==> config.mk <==
export PLATFORM = sky130hd
export DESIGN_NAME = tick_driven_tone_generator
export DESIGN_NICKNAME = d
export VERILOG_FILES = /design/src/sv/tdtg_pkg.sv /design/src/sv/tdtg_divider.sv /design/src/sv/tick_driven_tone_generator.sv
export SDC_FILE = /design/constraint.sdc
export NUM_CORES = 1
export LEC_CHECK = 0
export ABC_AREA = 1
export BUFFER_PORTS_ARGS = -buffer_cell sky130_fd_sc_hd__clkbuf_2
export CAP_MARGIN = 10
export CORE_ASPECT_RATIO = 1.1
export CORE_MARGIN = 5
export CORE_UTILIZATION = 50
export CTS_CLUSTER_SIZE = 8
export DETAILED_ROUTE_END_ITERATION = 12
export GPL_TIMING_DRIVEN = 0
export PLACE_DENSITY = 0.67
export SLEW_MARGIN = 20
export SYNTH_ARGS = -nofsm -noshare
export SYNTH_HDL_FRONTEND = slang
export SYNTH_SLANG_ARGS = --single-unit
==> constraint.sdc <==
create_clock -name clk_i -period 7.83 [get_ports clk_i]
set_clock_uncertainty 0.05 [all_clocks]
set_input_delay 0 -clock clk_i [delete_from_list [all_inputs] [get_ports clk_i]]
set_output_delay 0 -clock clk_i [all_outputs]
set_load 0.005 [all_outputs]
==> src/sv/tdtg_pkg.sv <==
// ----------------------------------------------------------------------------
// tdtg_pkg: shared definitions for the tick-driven tone generator
// Holds the default sizes, register indexes and the output bundle type.
// ----------------------------------------------------------------------------
package tdtg_pkg;

  localparam int unsigned TickBitsDef       = 32;
  localparam int unsigned DirectionLimitDef = 50;

  // Width of the configured period and of the half period fed to the divider.
  localparam int unsigned PeriodWidth = 32;
  // The direction counter is six bits wide, so the limit stays below 64.
  localparam int unsigned CountWidth  = 6;

  // Configuration register indexes.
  localparam int unsigned CfgIdxWidth = 1;
  localparam logic [CfgIdxWidth-1:0] CFG_MODE   = 1'b0;
  localparam logic [CfgIdxWidth-1:0] CFG_PERIOD = 1'b1;

  // Operating modes.
  localparam logic MODE_STEPPER = 1'b0;
  localparam logic MODE_BRIDGE  = 1'b1;

  // One result item, last field in the lowest bit.
  typedef struct packed {
    logic toggled;
    logic secondary_driven;
    logic secondary_level;
    logic primary_driven;
    logic primary_level;
  } tdtg_result_t;

  localparam int unsigned ResultBits = $bits(tdtg_result_t);
  localparam int unsigned ResultData = ((ResultBits + 7) / 8) * 8;

endpackage

==> src/sv/tdtg_divider.sv <==
// ----------------------------------------------------------------------------
// tdtg_divider: iterative restoring divider
// Produces the quotient of an unsigned dividend by a nonzero 32-bit divisor,
// one quotient bit per cycle.
// ----------------------------------------------------------------------------
module tdtg_divider #(
  parameter int unsigned DividendBits = tdtg_pkg::TickBitsDef
) (
  input  logic                             clk_i,
  input  logic                             rst_ni,
  input  logic                             start_i,
  input  logic [DividendBits-1:0]          dividend_i,
  input  logic [tdtg_pkg::PeriodWidth-1:0] divisor_i,
  output logic                             done_o,
  output logic [DividendBits-1:0]          quotient_o
);
  import tdtg_pkg::*;

  localparam int unsigned CntWidth = $clog2(DividendBits + 1);

  logic [CntWidth-1:0]     cnt_q, cnt_d;
  logic                    done_q, done_d;
  logic [DividendBits-1:0] quo_q, quo_d;
  logic [PeriodWidth-1:0]  rem_q, rem_d;
  logic [PeriodWidth-1:0]  div_q, div_d;
  logic [PeriodWidth:0]    shifted;
  logic [PeriodWidth:0]    diff;
  logic                    ge;

  // The quotient register starts with the dividend and shifts quotient bits
  // in from the bottom as dividend bits leave at the top.
  assign shifted = {rem_q, quo_q[DividendBits-1]};
  assign diff    = shifted - {1'b0, div_q};
  assign ge      = shifted >= {1'b0, div_q};

  always_comb begin
    cnt_d  = cnt_q;
    done_d = 1'b0;
    quo_d  = quo_q;
    rem_d  = rem_q;
    div_d  = div_q;
    if (start_i) begin
      cnt_d = CntWidth'(DividendBits);
      quo_d = dividend_i;
      rem_d = '0;
      div_d = divisor_i;
    end else if (cnt_q != '0) begin
      cnt_d  = cnt_q - 1'b1;
      quo_d  = {quo_q[DividendBits-2:0], ge};
      rem_d  = ge ? diff[PeriodWidth-1:0] : shifted[PeriodWidth-1:0];
      done_d = (cnt_q == CntWidth'(1));
    end
  end

  always_ff @(posedge clk_i or negedge rst_ni) begin
    if (!rst_ni) begin
      cnt_q  <= '0;
      done_q <= 1'b0;
    end else begin
      cnt_q  <= cnt_d;
      done_q <= done_d;
    end
  end

  always_ff @(posedge clk_i) begin
    quo_q <= quo_d;
    rem_q <= rem_d;
    div_q <= div_d;
  end

  assign done_o     = done_q;
  assign quotient_o = quo_q;

endmodule

==> src/sv/tick_driven_tone_generator.sv <==
// ----------------------------------------------------------------------------
// tick_driven_tone_generator: square-wave tone generator driven by timer ticks
// Toggles a step or bridge output whenever a tick enters a new half period.
// ----------------------------------------------------------------------------
// Usage:
// Each transaction on the s_axis channel carries one timer tick value. For
// each tick the block returns exactly one transaction on the m_axis channel
// with the pin levels, the drive enables and a flag telling whether this
// tick toggled the wave. Mode and period are written through the cfg port;
// the user must write them only while the block is idle, which the block
// does not enforce. A period of 0 stops the wave. A tick with a nonzero
// period takes two passes of the shared bit-serial divider, one for the
// new tick and one for the tick of the last toggle; with period 0 no
// divider pass is made. The input is not ready while a tick is being
// worked on, so a new tick is taken only once the last one has finished.
// A finished result waits in the output register; if the receiver stalls,
// the next tick is still accepted and processed, and it then waits until
// the output register frees up.
// Reset clears both registers, the wave, the direction and the counter,
// and leaves the output channel empty.
// ----------------------------------------------------------------------------
module tick_driven_tone_generator #(
  parameter int unsigned TICK_BITS       = tdtg_pkg::TickBitsDef,
  parameter int unsigned DIRECTION_LIMIT = tdtg_pkg::DirectionLimitDef
) (
  input  logic                               clk_i,
  input  logic                               rst_ni,
  // Configuration write port.
  input  logic                               cfg_we_i,
  input  logic [tdtg_pkg::CfgIdxWidth-1:0]   cfg_idx_i,
  input  logic [tdtg_pkg::PeriodWidth-1:0]   cfg_data_i,
  // Tick input; tdata holds tick.
  input  logic                               s_axis_tvalid,
  output logic                               s_axis_tready,
  input  logic [((TICK_BITS+7)/8)*8-1:0]     s_axis_tdata,
  // Result output; tdata holds primary_level, primary_driven,
  // secondary_level, secondary_driven, toggled, then zero padding.
  output logic                               m_axis_tvalid,
  input  logic                               m_axis_tready,
  output logic [tdtg_pkg::ResultData-1:0]    m_axis_tdata
);
  import tdtg_pkg::*;

  typedef enum logic [1:0] {
    ST_IDLE,
    ST_DIV_TICK,
    ST_DIV_LAST,
    ST_FINISH
  } state_e;

  state_e                 state_q, state_d;
  logic                   mode_q, mode_d;
  logic [PeriodWidth-1:0] period_q, period_d;
  logic [TICK_BITS-1:0]   last_tick_q, last_tick_d;
  logic                   wave_q, wave_d;
  logic                   dir_q, dir_d;
  logic [CountWidth-1:0]  count_q, count_d;
  logic [TICK_BITS-1:0]   tick_q, tick_d;
  logic [TICK_BITS-1:0]   quo_tick_q, quo_tick_d;
  logic                   toggle_q, toggle_d;
  logic                   out_valid_q, out_valid_d;
  tdtg_result_t           result_q, result_d;

  logic [PeriodWidth-1:0] half;
  logic                   div_start;
  logic [TICK_BITS-1:0]   div_dividend;
  logic                   div_done;
  logic [TICK_BITS-1:0]   div_quotient;

  // Half period, with a half period of zero treated as one.
  always_comb begin
    half = {1'b0, period_q[PeriodWidth-1:1]};
    if (half == '0) begin
      half = PeriodWidth'(1);
    end
  end

  tdtg_divider #(
    .DividendBits(TICK_BITS)
  ) u_divider (
    .clk_i     (clk_i),
    .rst_ni    (rst_ni),
    .start_i   (div_start),
    .dividend_i(div_dividend),
    .divisor_i (half),
    .done_o    (div_done),
    .quotient_o(div_quotient)
  );

  always_comb begin
    state_d      = state_q;
    mode_d       = mode_q;
    period_d     = period_q;
    last_tick_d  = last_tick_q;
    wave_d       = wave_q;
    dir_d        = dir_q;
    count_d      = count_q;
    tick_d       = tick_q;
    quo_tick_d   = quo_tick_q;
    toggle_d     = toggle_q;
    out_valid_d  = out_valid_q;
    result_d     = result_q;
    div_start    = 1'b0;
    div_dividend = tick_q;

    if (cfg_we_i) begin
      unique case (cfg_idx_i)
        CFG_MODE:   mode_d   = cfg_data_i[0];
        CFG_PERIOD: period_d = cfg_data_i;
        default:    ;
      endcase
    end

    if (out_valid_q && m_axis_tready) begin
      out_valid_d = 1'b0;
    end

    unique case (state_q)
      ST_IDLE: begin
        if (s_axis_tvalid) begin
          tick_d   = s_axis_tdata[TICK_BITS-1:0];
          toggle_d = 1'b0;
          if (period_q == '0) begin
            state_d = ST_FINISH;
          end else begin
            div_start    = 1'b1;
            div_dividend = s_axis_tdata[TICK_BITS-1:0];
            state_d      = ST_DIV_TICK;
          end
        end
      end
      ST_DIV_TICK: begin
        if (div_done) begin
          quo_tick_d   = div_quotient;
          div_start    = 1'b1;
          div_dividend = last_tick_q;
          state_d      = ST_DIV_LAST;
        end
      end
      ST_DIV_LAST: begin
        if (div_done) begin
          toggle_d = (div_quotient != quo_tick_q);
          state_d  = ST_FINISH;
        end
      end
      ST_FINISH: begin
        if (!out_valid_q || m_axis_tready) begin
          if (toggle_q) begin
            if (mode_q == MODE_STEPPER) begin
              if (count_q >= CountWidth'(DIRECTION_LIMIT)) begin
                count_d = '0;
                dir_d   = ~dir_q;
              end else begin
                count_d = count_q + 1'b1;
              end
            end
            wave_d      = ~wave_q;
            last_tick_d = tick_q;
          end
          result_d.toggled = toggle_q;
          if (mode_q == MODE_STEPPER) begin
            result_d.primary_level    = wave_d;
            result_d.primary_driven   = ~wave_d;
            result_d.secondary_level  = dir_d;
            result_d.secondary_driven = ~dir_d;
          end else if (period_q == '0) begin
            result_d.primary_level    = 1'b0;
            result_d.primary_driven   = 1'b1;
            result_d.secondary_level  = 1'b0;
            result_d.secondary_driven = 1'b1;
          end else begin
            result_d.primary_level    = wave_d;
            result_d.primary_driven   = 1'b1;
            result_d.secondary_level  = ~wave_d;
            result_d.secondary_driven = 1'b1;
          end
          out_valid_d = 1'b1;
          state_d     = ST_IDLE;
        end
      end
      default: state_d = ST_IDLE;
    endcase
  end

  always_ff @(posedge clk_i or negedge rst_ni) begin
    if (!rst_ni) begin
      state_q     <= ST_IDLE;
      mode_q      <= 1'b0;
      period_q    <= '0;
      last_tick_q <= '0;
      wave_q      <= 1'b0;
      dir_q       <= 1'b0;
      count_q     <= '0;
      out_valid_q <= 1'b0;
    end else begin
      state_q     <= state_d;
      mode_q      <= mode_d;
      period_q    <= period_d;
      last_tick_q <= last_tick_d;
      wave_q      <= wave_d;
      dir_q       <= dir_d;
      count_q     <= count_d;
      out_valid_q <= out_valid_d;
    end
  end

  always_ff @(posedge clk_i) begin
    tick_q     <= tick_d;
    quo_tick_q <= quo_tick_d;
    toggle_q   <= toggle_d;
    result_q   <= result_d;
  end

  assign s_axis_tready = (state_q == ST_IDLE);
  assign m_axis_tvalid = out_valid_q;
  assign m_axis_tdata  = ResultData'(result_q);

endmodule

==> results of run 1 <==
[cells by family after synthesis]
group	count (synthesis)	synth area share, %
adders and majority gates	40	3.61
xor gates and xnor gates	46	2.86
buffers and inverters	327	9.53
AOI/OAI and AO/OA	143	5.93
DFF	248	47.7
and+or+nand+nor	844	28.0
muxes	29	2.32
other	1	0.0266
[Yosys cell counts (4+ instances only)]
cell type | count | area share (%)
buf_4 | 7 | 0.37
nor2_4 | 6 | 0.48
mux2_2 | 29 | 2.3
xnor2_1 | 41 | 2.6
nor3_1 | 6 | 0.21
dfxtp_1 | 32 | 4.6
o21ai_0 | 76 | 2.7
clkbuf_1 | 52 | 1.4
inv_1 | 231 | 6.2
nand3_2 | 24 | 1.7
xor2_1 | 5 | 0.31
nand4_1 | 19 | 0.84
nand2_1 | 414 | 11
buf_2 | 13 | 0.46
nor2_2 | 6 | 0.27
dfrtp_1 | 83 | 15
and2_1 | 4 | 0.18
ha_1 | 39 | 3.5
buf_1 | 5 | 0.13
edfxtp_1 | 133 | 28
nand3_1 | 107 | 3.8
a21oi_1 | 31 | 1.1
buf_6 | 4 | 0.32
nand2_4 | 5 | 0.40
nand3b_1 | 41 | 2.2
nor4_1 | 9 | 0.40
o21ai_2 | 13 | 0.81
nor2_1 | 167 | 4.5
nand2_2 | 23 | 1.0
inv_2 | 10 | 0.27
[area by class of cell]
type	instances	share of cell area, %
sequential	248	40.1
multi-input combinational	1105	36.0
timing repair buffer	145	6.64
clock buffer	63	6.11
inverter	243	5.46
tap	363	2.71
buffer	84	2.56
clock inverter	5	0.478
antenna	1	0.0149
[worst paths after layout]
| check | to | cells after the start |
|---|---|---|
| worst max register to register | tick_q[17] | 6 |
| max in group asynchronous | period_q[10] | 2 |
| worst max-delay path | tick_q[17] | 6 |
| min in group clk_i | period_q[28] | 3 |
| worst min register to register | u_divider.rem_q[23] | 2 |
| worst min-delay path | last_tick_q[12] | 2 |
[routing by layer]
layer	part of all wire [%]	vias up	wire length (um)
li1	-	5747	-
met1	41	5289	13900
met2	52	227	17900
met3	3.5	61	1200
met4	3.3	0	1110
met5	0	-	0
[worst register-to-register path: stages, from the launching register on]
cell	delay, ns
dfrtp_1	0.42
inv_1	0.11
ha_1	0.22
buf_2	0.24
buf_1	0.44
nand2_1	0.13
inv_2	0.55
[stage by stage]
step                setup WS, ns  hold WS, ns  area (um2)
floorplan                   5.34       -0.346       14100
global placement            4.37        0.136       14900
finish                      5.28       0.0323       16800
global route                5.08       0.0807       16800
CTS                         5.26       0.0604       16800
detailed placement          5.28       0.0497       15000
[power breakdown]
group / total, uW / switching, uW / internal [uW] / leakage, uW
logic: 3100 / 1920 / 1180 / 0.00486
clock network: 1480 / 589 / 896 / 0.000516
registers: 2160 / 265 / 1900 / 0.00250
total: 6750 / 2780 / 3970 / 0.00788
[state kept, by name (all words and copies together) (netlist names), 2 cells and up]
name	cells
count_q	6
last_tick_q	32
m_axis_tdata	5
period_q	32
quo_tick_q	32
state_q	2
tick_q	32
u_divider.cnt_q	6
u_divider.div_q	31
u_divider.quotient_o	32
u_divider.rem_q	32
==> key figures, run 1 <==
Outcome
  – Outcome: complete, no violations

Layout
  – Final Instance Count excl. Fillers: 2257
  – Fillers: 2448
  – Final net count: 1974
  – Layout cells sized above 1: 14.6%
  – Reg area: 6710 um2
  – Final Util: 60.3%
  – P&R area growth vs syn: 19.1%
  – Area occupied by multi-input gates: 6030 um2
  – Most common cell after layout, fill and taps aside: nand2_1
  – Most frequent cells in the layout: nand2_1, inv_1, nor2_1

Clock network
  – Skew-Pair Late Insertion Delay: 0.52 ns
  – CTS HTree Levels: 2
  – Root buf cell: clkbuf_16
  – Sinks on Clock Net: 248
  – CTS buffer count: 37
  – Post-CTS Resized: 0
  – CTS max path bufs: 3
  – CTS tree: built
  – CTS Hold Buffers Added: 68
  – Clock transition at path regs: 0.05 ns
  – Number of setup buffers added after CTS: 0

Setup path
  – RR Startpoint: state_q[0]
  – Critical Path AT: 2.65 ns
  – Worst path slowest cell: inv_2
  – Flop-to-flop setup slack: 5.28 ns
  – CP startpoint kind: flop
  – Max incr delay on CP: 0.55 ns
  – Critical path capture point type: flop
  – CP top delay family: buffers and inverters
  – Critical path buffers and inverters: 4
  – Worst Setup SP: state_q[0]
  – Worst-path fanout max: 32
  – Critical path required time: 7.93 ns
  – Critical path, cell by cell: inv_1 > ha_1 > buf_2 > buf_1 > nand2_1 > inv_2
  – Crit path kind: flop to flop

Place
  – Placed wire-length estimate: 25000 um
  – Placed Cells: 2120
  – Gpl congestion: 0.921
  – Number of port buffers: 75

Synth
  – Yosys warns: 0
  – Post-Syn Instances: 1678
  – Post-synthesis sequential area ratio: 47.7%
  – Mapped Avg Cell Area: 8.39 um2
  – EDFF count, synth: 133
  – Async S/R FF share, synth: 33.5%
  – Distinct cells, synth: 56
  – Top FF cell, synth: edfxtp_1
  – #FFs+latches synth: 248
  – Post-Syn Area: 14100 um2

STA
  – Headroom to the max-slew limit: 50.5%
  – Fmax: 392 MHz
  – RSZ-0062 raised after global routing: false
  – Setup TNS: 0 ns
  – Slew @ Worst Pin: 0.743 ns
  – Period Utilization, post-route: 32.6%
  – Final min period: 2.55 ns
  – Setup violations, final: 0
  – Pins Over Slew Limit: 0
  – Final hold violation count: 0

Floorplan
  – DIE WIDTH: 170 um
  – Die Height: 186 um
  – Core Area: 27800 um2
  – I/O pin count: 80
  – Die Area: 31600 um2
  – Row count: 64
  – Initial Util: 50.6%

Global routing
  – Number of global-route vias before repair: 11500
  – Met3 track demand over resource: 2.38%
  – Grt total ovfl: 0
  – Met1 GRT Util: 26.6%
  – First-pass GRT wire length: 56900 um
  – Layer with the highest usage: met2
  – Met2 usage in global routing: 41.2%
  – Antenna violations before repair: 1
  – Maximum number of pins on one net before global-route repair: 84
  – GRT Total Usage: 22.2%

Drt
  – Pre-antenna DRT Iters: 5
  – Final wirelength: 34100 um
  – DRT iter0 DRCs: 622
  – Remaining DRCs: 0
  – Mean number of vias per cell: 5.02
  – Routed Antenna Nets: 0
  – Vias: 11300
  – Avg WL per Cell: 15.1 um

Power and ir drop
  – Leakage: 0.00788 uW
  – Total power: 6750 uW
  – P per Cell Area: 403 nW/um2
  – VDD IR max: 0.228 mV

Run
  – Max-Cap Viols: 0

Hold path
  – HP Class: input pin to asynchronous set/reset pin
Note: power is estimated with default switching activity, not from simulation.
==> run 2, diff against run 1 <==
==> constraint.sdc (replaced) <==
create_clock -name clk_i -period 2.6 [get_ports clk_i]
set_clock_uncertainty 0.05 [all_clocks]
set_input_delay 0 -clock clk_i [delete_from_list [all_inputs] [get_ports clk_i]]
set_output_delay 0 -clock clk_i [all_outputs]
set_load 0.005 [all_outputs]
==> key figures, run 2 (synthesis gave the netlist of run 1 again) <==
Setup path
  – RR Startpoint: period_q[16]
  – Critical path buffers and inverters: 2 (-2)
  – CP top delay family: simple AND/OR/NAND/NOR gates
  – Max incr delay on CP: 0.55 ns (about the same)
  – Worst Setup SP: period_q[16]
  – CP startpoint kind: flop
  – Worst-path fanout max: 41 (+28%)
  – Crit path kind: flop to flop
  – Critical path required time: 2.72 ns (-5.21 ns)
  – Critical path, cell by cell: nor2_1 > nand4_1 > nor2_2 > nand2_2 > nand3_2 > nand2_4 > inv_2 > nand2_4 > clkbuf_8
  – CP most frequent cell: nand2_4
  – Critical path capture point type: flop
  – Critical Path AT: 2.62 ns (-0.03 ns)
  – Worst path slowest cell: dfrtp_1

STA
  – Headroom to the max-slew limit: 51.0% (+0.55 points)
  – RSZ-0062 raised after global routing: false
  – Slew @ Worst Pin: 0.735 ns (-0.00825 ns)
  – Final hold violation count: 0 (unchanged)
  – Setup violations, final: 0 (unchanged)
  – Fmax: 400 MHz (+2.3%)
  – Setup TNS: 0 ns (unchanged)
  – Worst Slack Setup Final: 0.103 ns (-5.17 ns)
  – Period Utilization, post-route: 96.1% (+63 points)
  – Final min period: 2.50 ns (-0.0567 ns)
  – Pins Over Slew Limit: 0 (unchanged)

Floorplan
  – DIE WIDTH: 170 um (unchanged)
  – Die Height: 186 um (unchanged)
  – Core Area: 27800 um2 (unchanged)
  – Initial Util: 50.6% (unchanged)
  – Row count: 64 (unchanged)
  – I/O pin count: 80 (unchanged)
  – Die Area: 31600 um2 (unchanged)

Global routing
  – Met3 track demand over resource: 2.38% (unchanged)
  – Met2 usage in global routing: 41.2% (unchanged)
  – Layer with the highest usage: met2
  – GRT Total Usage: 22.2% (unchanged)
  – Grt total ovfl: 0 (unchanged)
  – First-pass GRT wire length: 56900 um (unchanged)
  – Met1 GRT Util: 26.6% (unchanged)
  – Maximum number of pins on one net before global-route repair: 84 (unchanged)
  – Number of global-route vias before repair: 11500 (unchanged)
  – Antenna violations before repair: 1 (unchanged)

Layout
  – Most common cell after layout, fill and taps aside: nand2_1
  – Reg area: 6710 um2 (unchanged)
  – Area occupied by multi-input gates: 6050 um2 (+0.29%)
  – Layout cells sized above 1: 14.9% (+0.32 points)
  – Most frequent cells in the layout: nand2_1, inv_1, nor2_1
  – Final Util: 60.4% (+0.099 points)
  – P&R area growth vs syn: 19.3%
  – Final Instance Count excl. Fillers: 2257 (unchanged)
  – Final net count: 1974 (unchanged)
  – Fillers: 2450 (+0.082%)
  – Fin area: 16800 um2 (+0.16%)

Clock network
  – CTS buffer count: 37 (unchanged)
  – Skew-Pair Late Insertion Delay: 0.52 ns (about the same)
  – CTS max path bufs: 3 (unchanged)
  – Sinks on Clock Net: 248 (unchanged)
  – CTS HTree Levels: 2 (unchanged)
  – CTS tree: built
  – Number of setup buffers added after CTS: 0 (unchanged)
  – Root buf cell: clkbuf_16
  – Clock transition at path regs: 0.05 ns (about the same)

Place
  – Gpl congestion: 0.921 (unchanged)
  – Placed wire-length estimate: 25000 um (unchanged)
  – Number of port buffers: 75 (unchanged)
  – Placed Cells: 2120 (unchanged)
  – Worst slack, placed: 0.0476 ns (-5.23 ns)
  – Post-place instance area: 15000 um2 (unchanged)

Drt
  – Vias: 11300 (unchanged)
  – Remaining DRCs: 0 (unchanged)
  – Final wirelength: 34200 um (+0.16%)
  – Pre-antenna DRT Iters: 6 (+1)
  – Mean number of vias per cell: 5.02 (unchanged)
  – DRT iter0 DRCs: 584 (-6.1%)
  – Routed Antenna Nets: 0 (unchanged)
  – Avg WL per Cell: 15.1 um (+0.16%)

Power and ir drop
  – P per Cell Area: 1210 nW/um2 (+200%)
  – Leakage: 0.00789 uW (+0.21%)
  – VDD IR max: 0.687 mV (+200%)

Run
  – Max-Cap Viols: 0 (unchanged)

Hold path
  – HP Class: input pin to asynchronous set/reset pin

Outcome
  – Outcome: complete, no violations
==> run 2: cell types whose count changed in the layout (fill, tap and decap cells not counted), sizes merged <==
cell and delta:
clkbuf +1, buf -1
==> run 2: through the flow <==
step	hold WS [ns]	power, uW
after CTS	0.0604	20400
after global routing	0.0807	22000
after detailed placement	0.0497	15800
final	0.0370	20300
after global placement	0.136	15500
after floorplan	-0.346	13500
==> run 2: metal layers <==
| metal | vias up | part of all wire [%] |
|---|---|---|
| met5 | - | 0 |
| met4 | 0 | 3.3 |
| met3 | 64 | 3.5 |
| met2 | 230 | 52 |
| met1 | 5282 | 41 |
| li1 | 5748 | - |
==> run 2: where the power goes <==
group          internal, uW  switching [uW]  total [uW]
Clock                  2700            1770        4470
Combinational          3580            5800        9380
Sequential             5710             799        6510
==> run 2: cell type report <==
type / instances / share of cell area [%]
buffer: 84 / 2.60
antenna: 1 / 0.0149
tap: 363 / 2.71
inverter: 243 / 5.46
clock inverter: 5 / 0.477
timing repair buffer: 145 / 6.63
sequential: 248 / 40.0
multi-input combinational: 1105 / 36.0
clock buffer: 63 / 6.10
==> run 2: timing repair <==
item | in CTS | in global routing
resized for setup | 0 | 13
endpoints found under the setup margin | 0 | 79
hold buffers | 68 | 0
endpoints found under the hold margin | 179 | 0
==> run 2: worst paths after layout <==
path | end | slack, ns | cells after the start
max in group asynchronous | period_q[10] | 1.93 | 2
min in group clk_i | period_q[29] | 0.08 | 3
worst max register to register | u_divider.quotient_o[18] | 0.10 | 9
worst max-delay path | u_divider.quotient_o[18] | 0.10 | 9
worst min register to register | u_divider.rem_q[23] | 0.42 | 2
worst min-delay path | last_tick_q[9] | 0.04 | 2
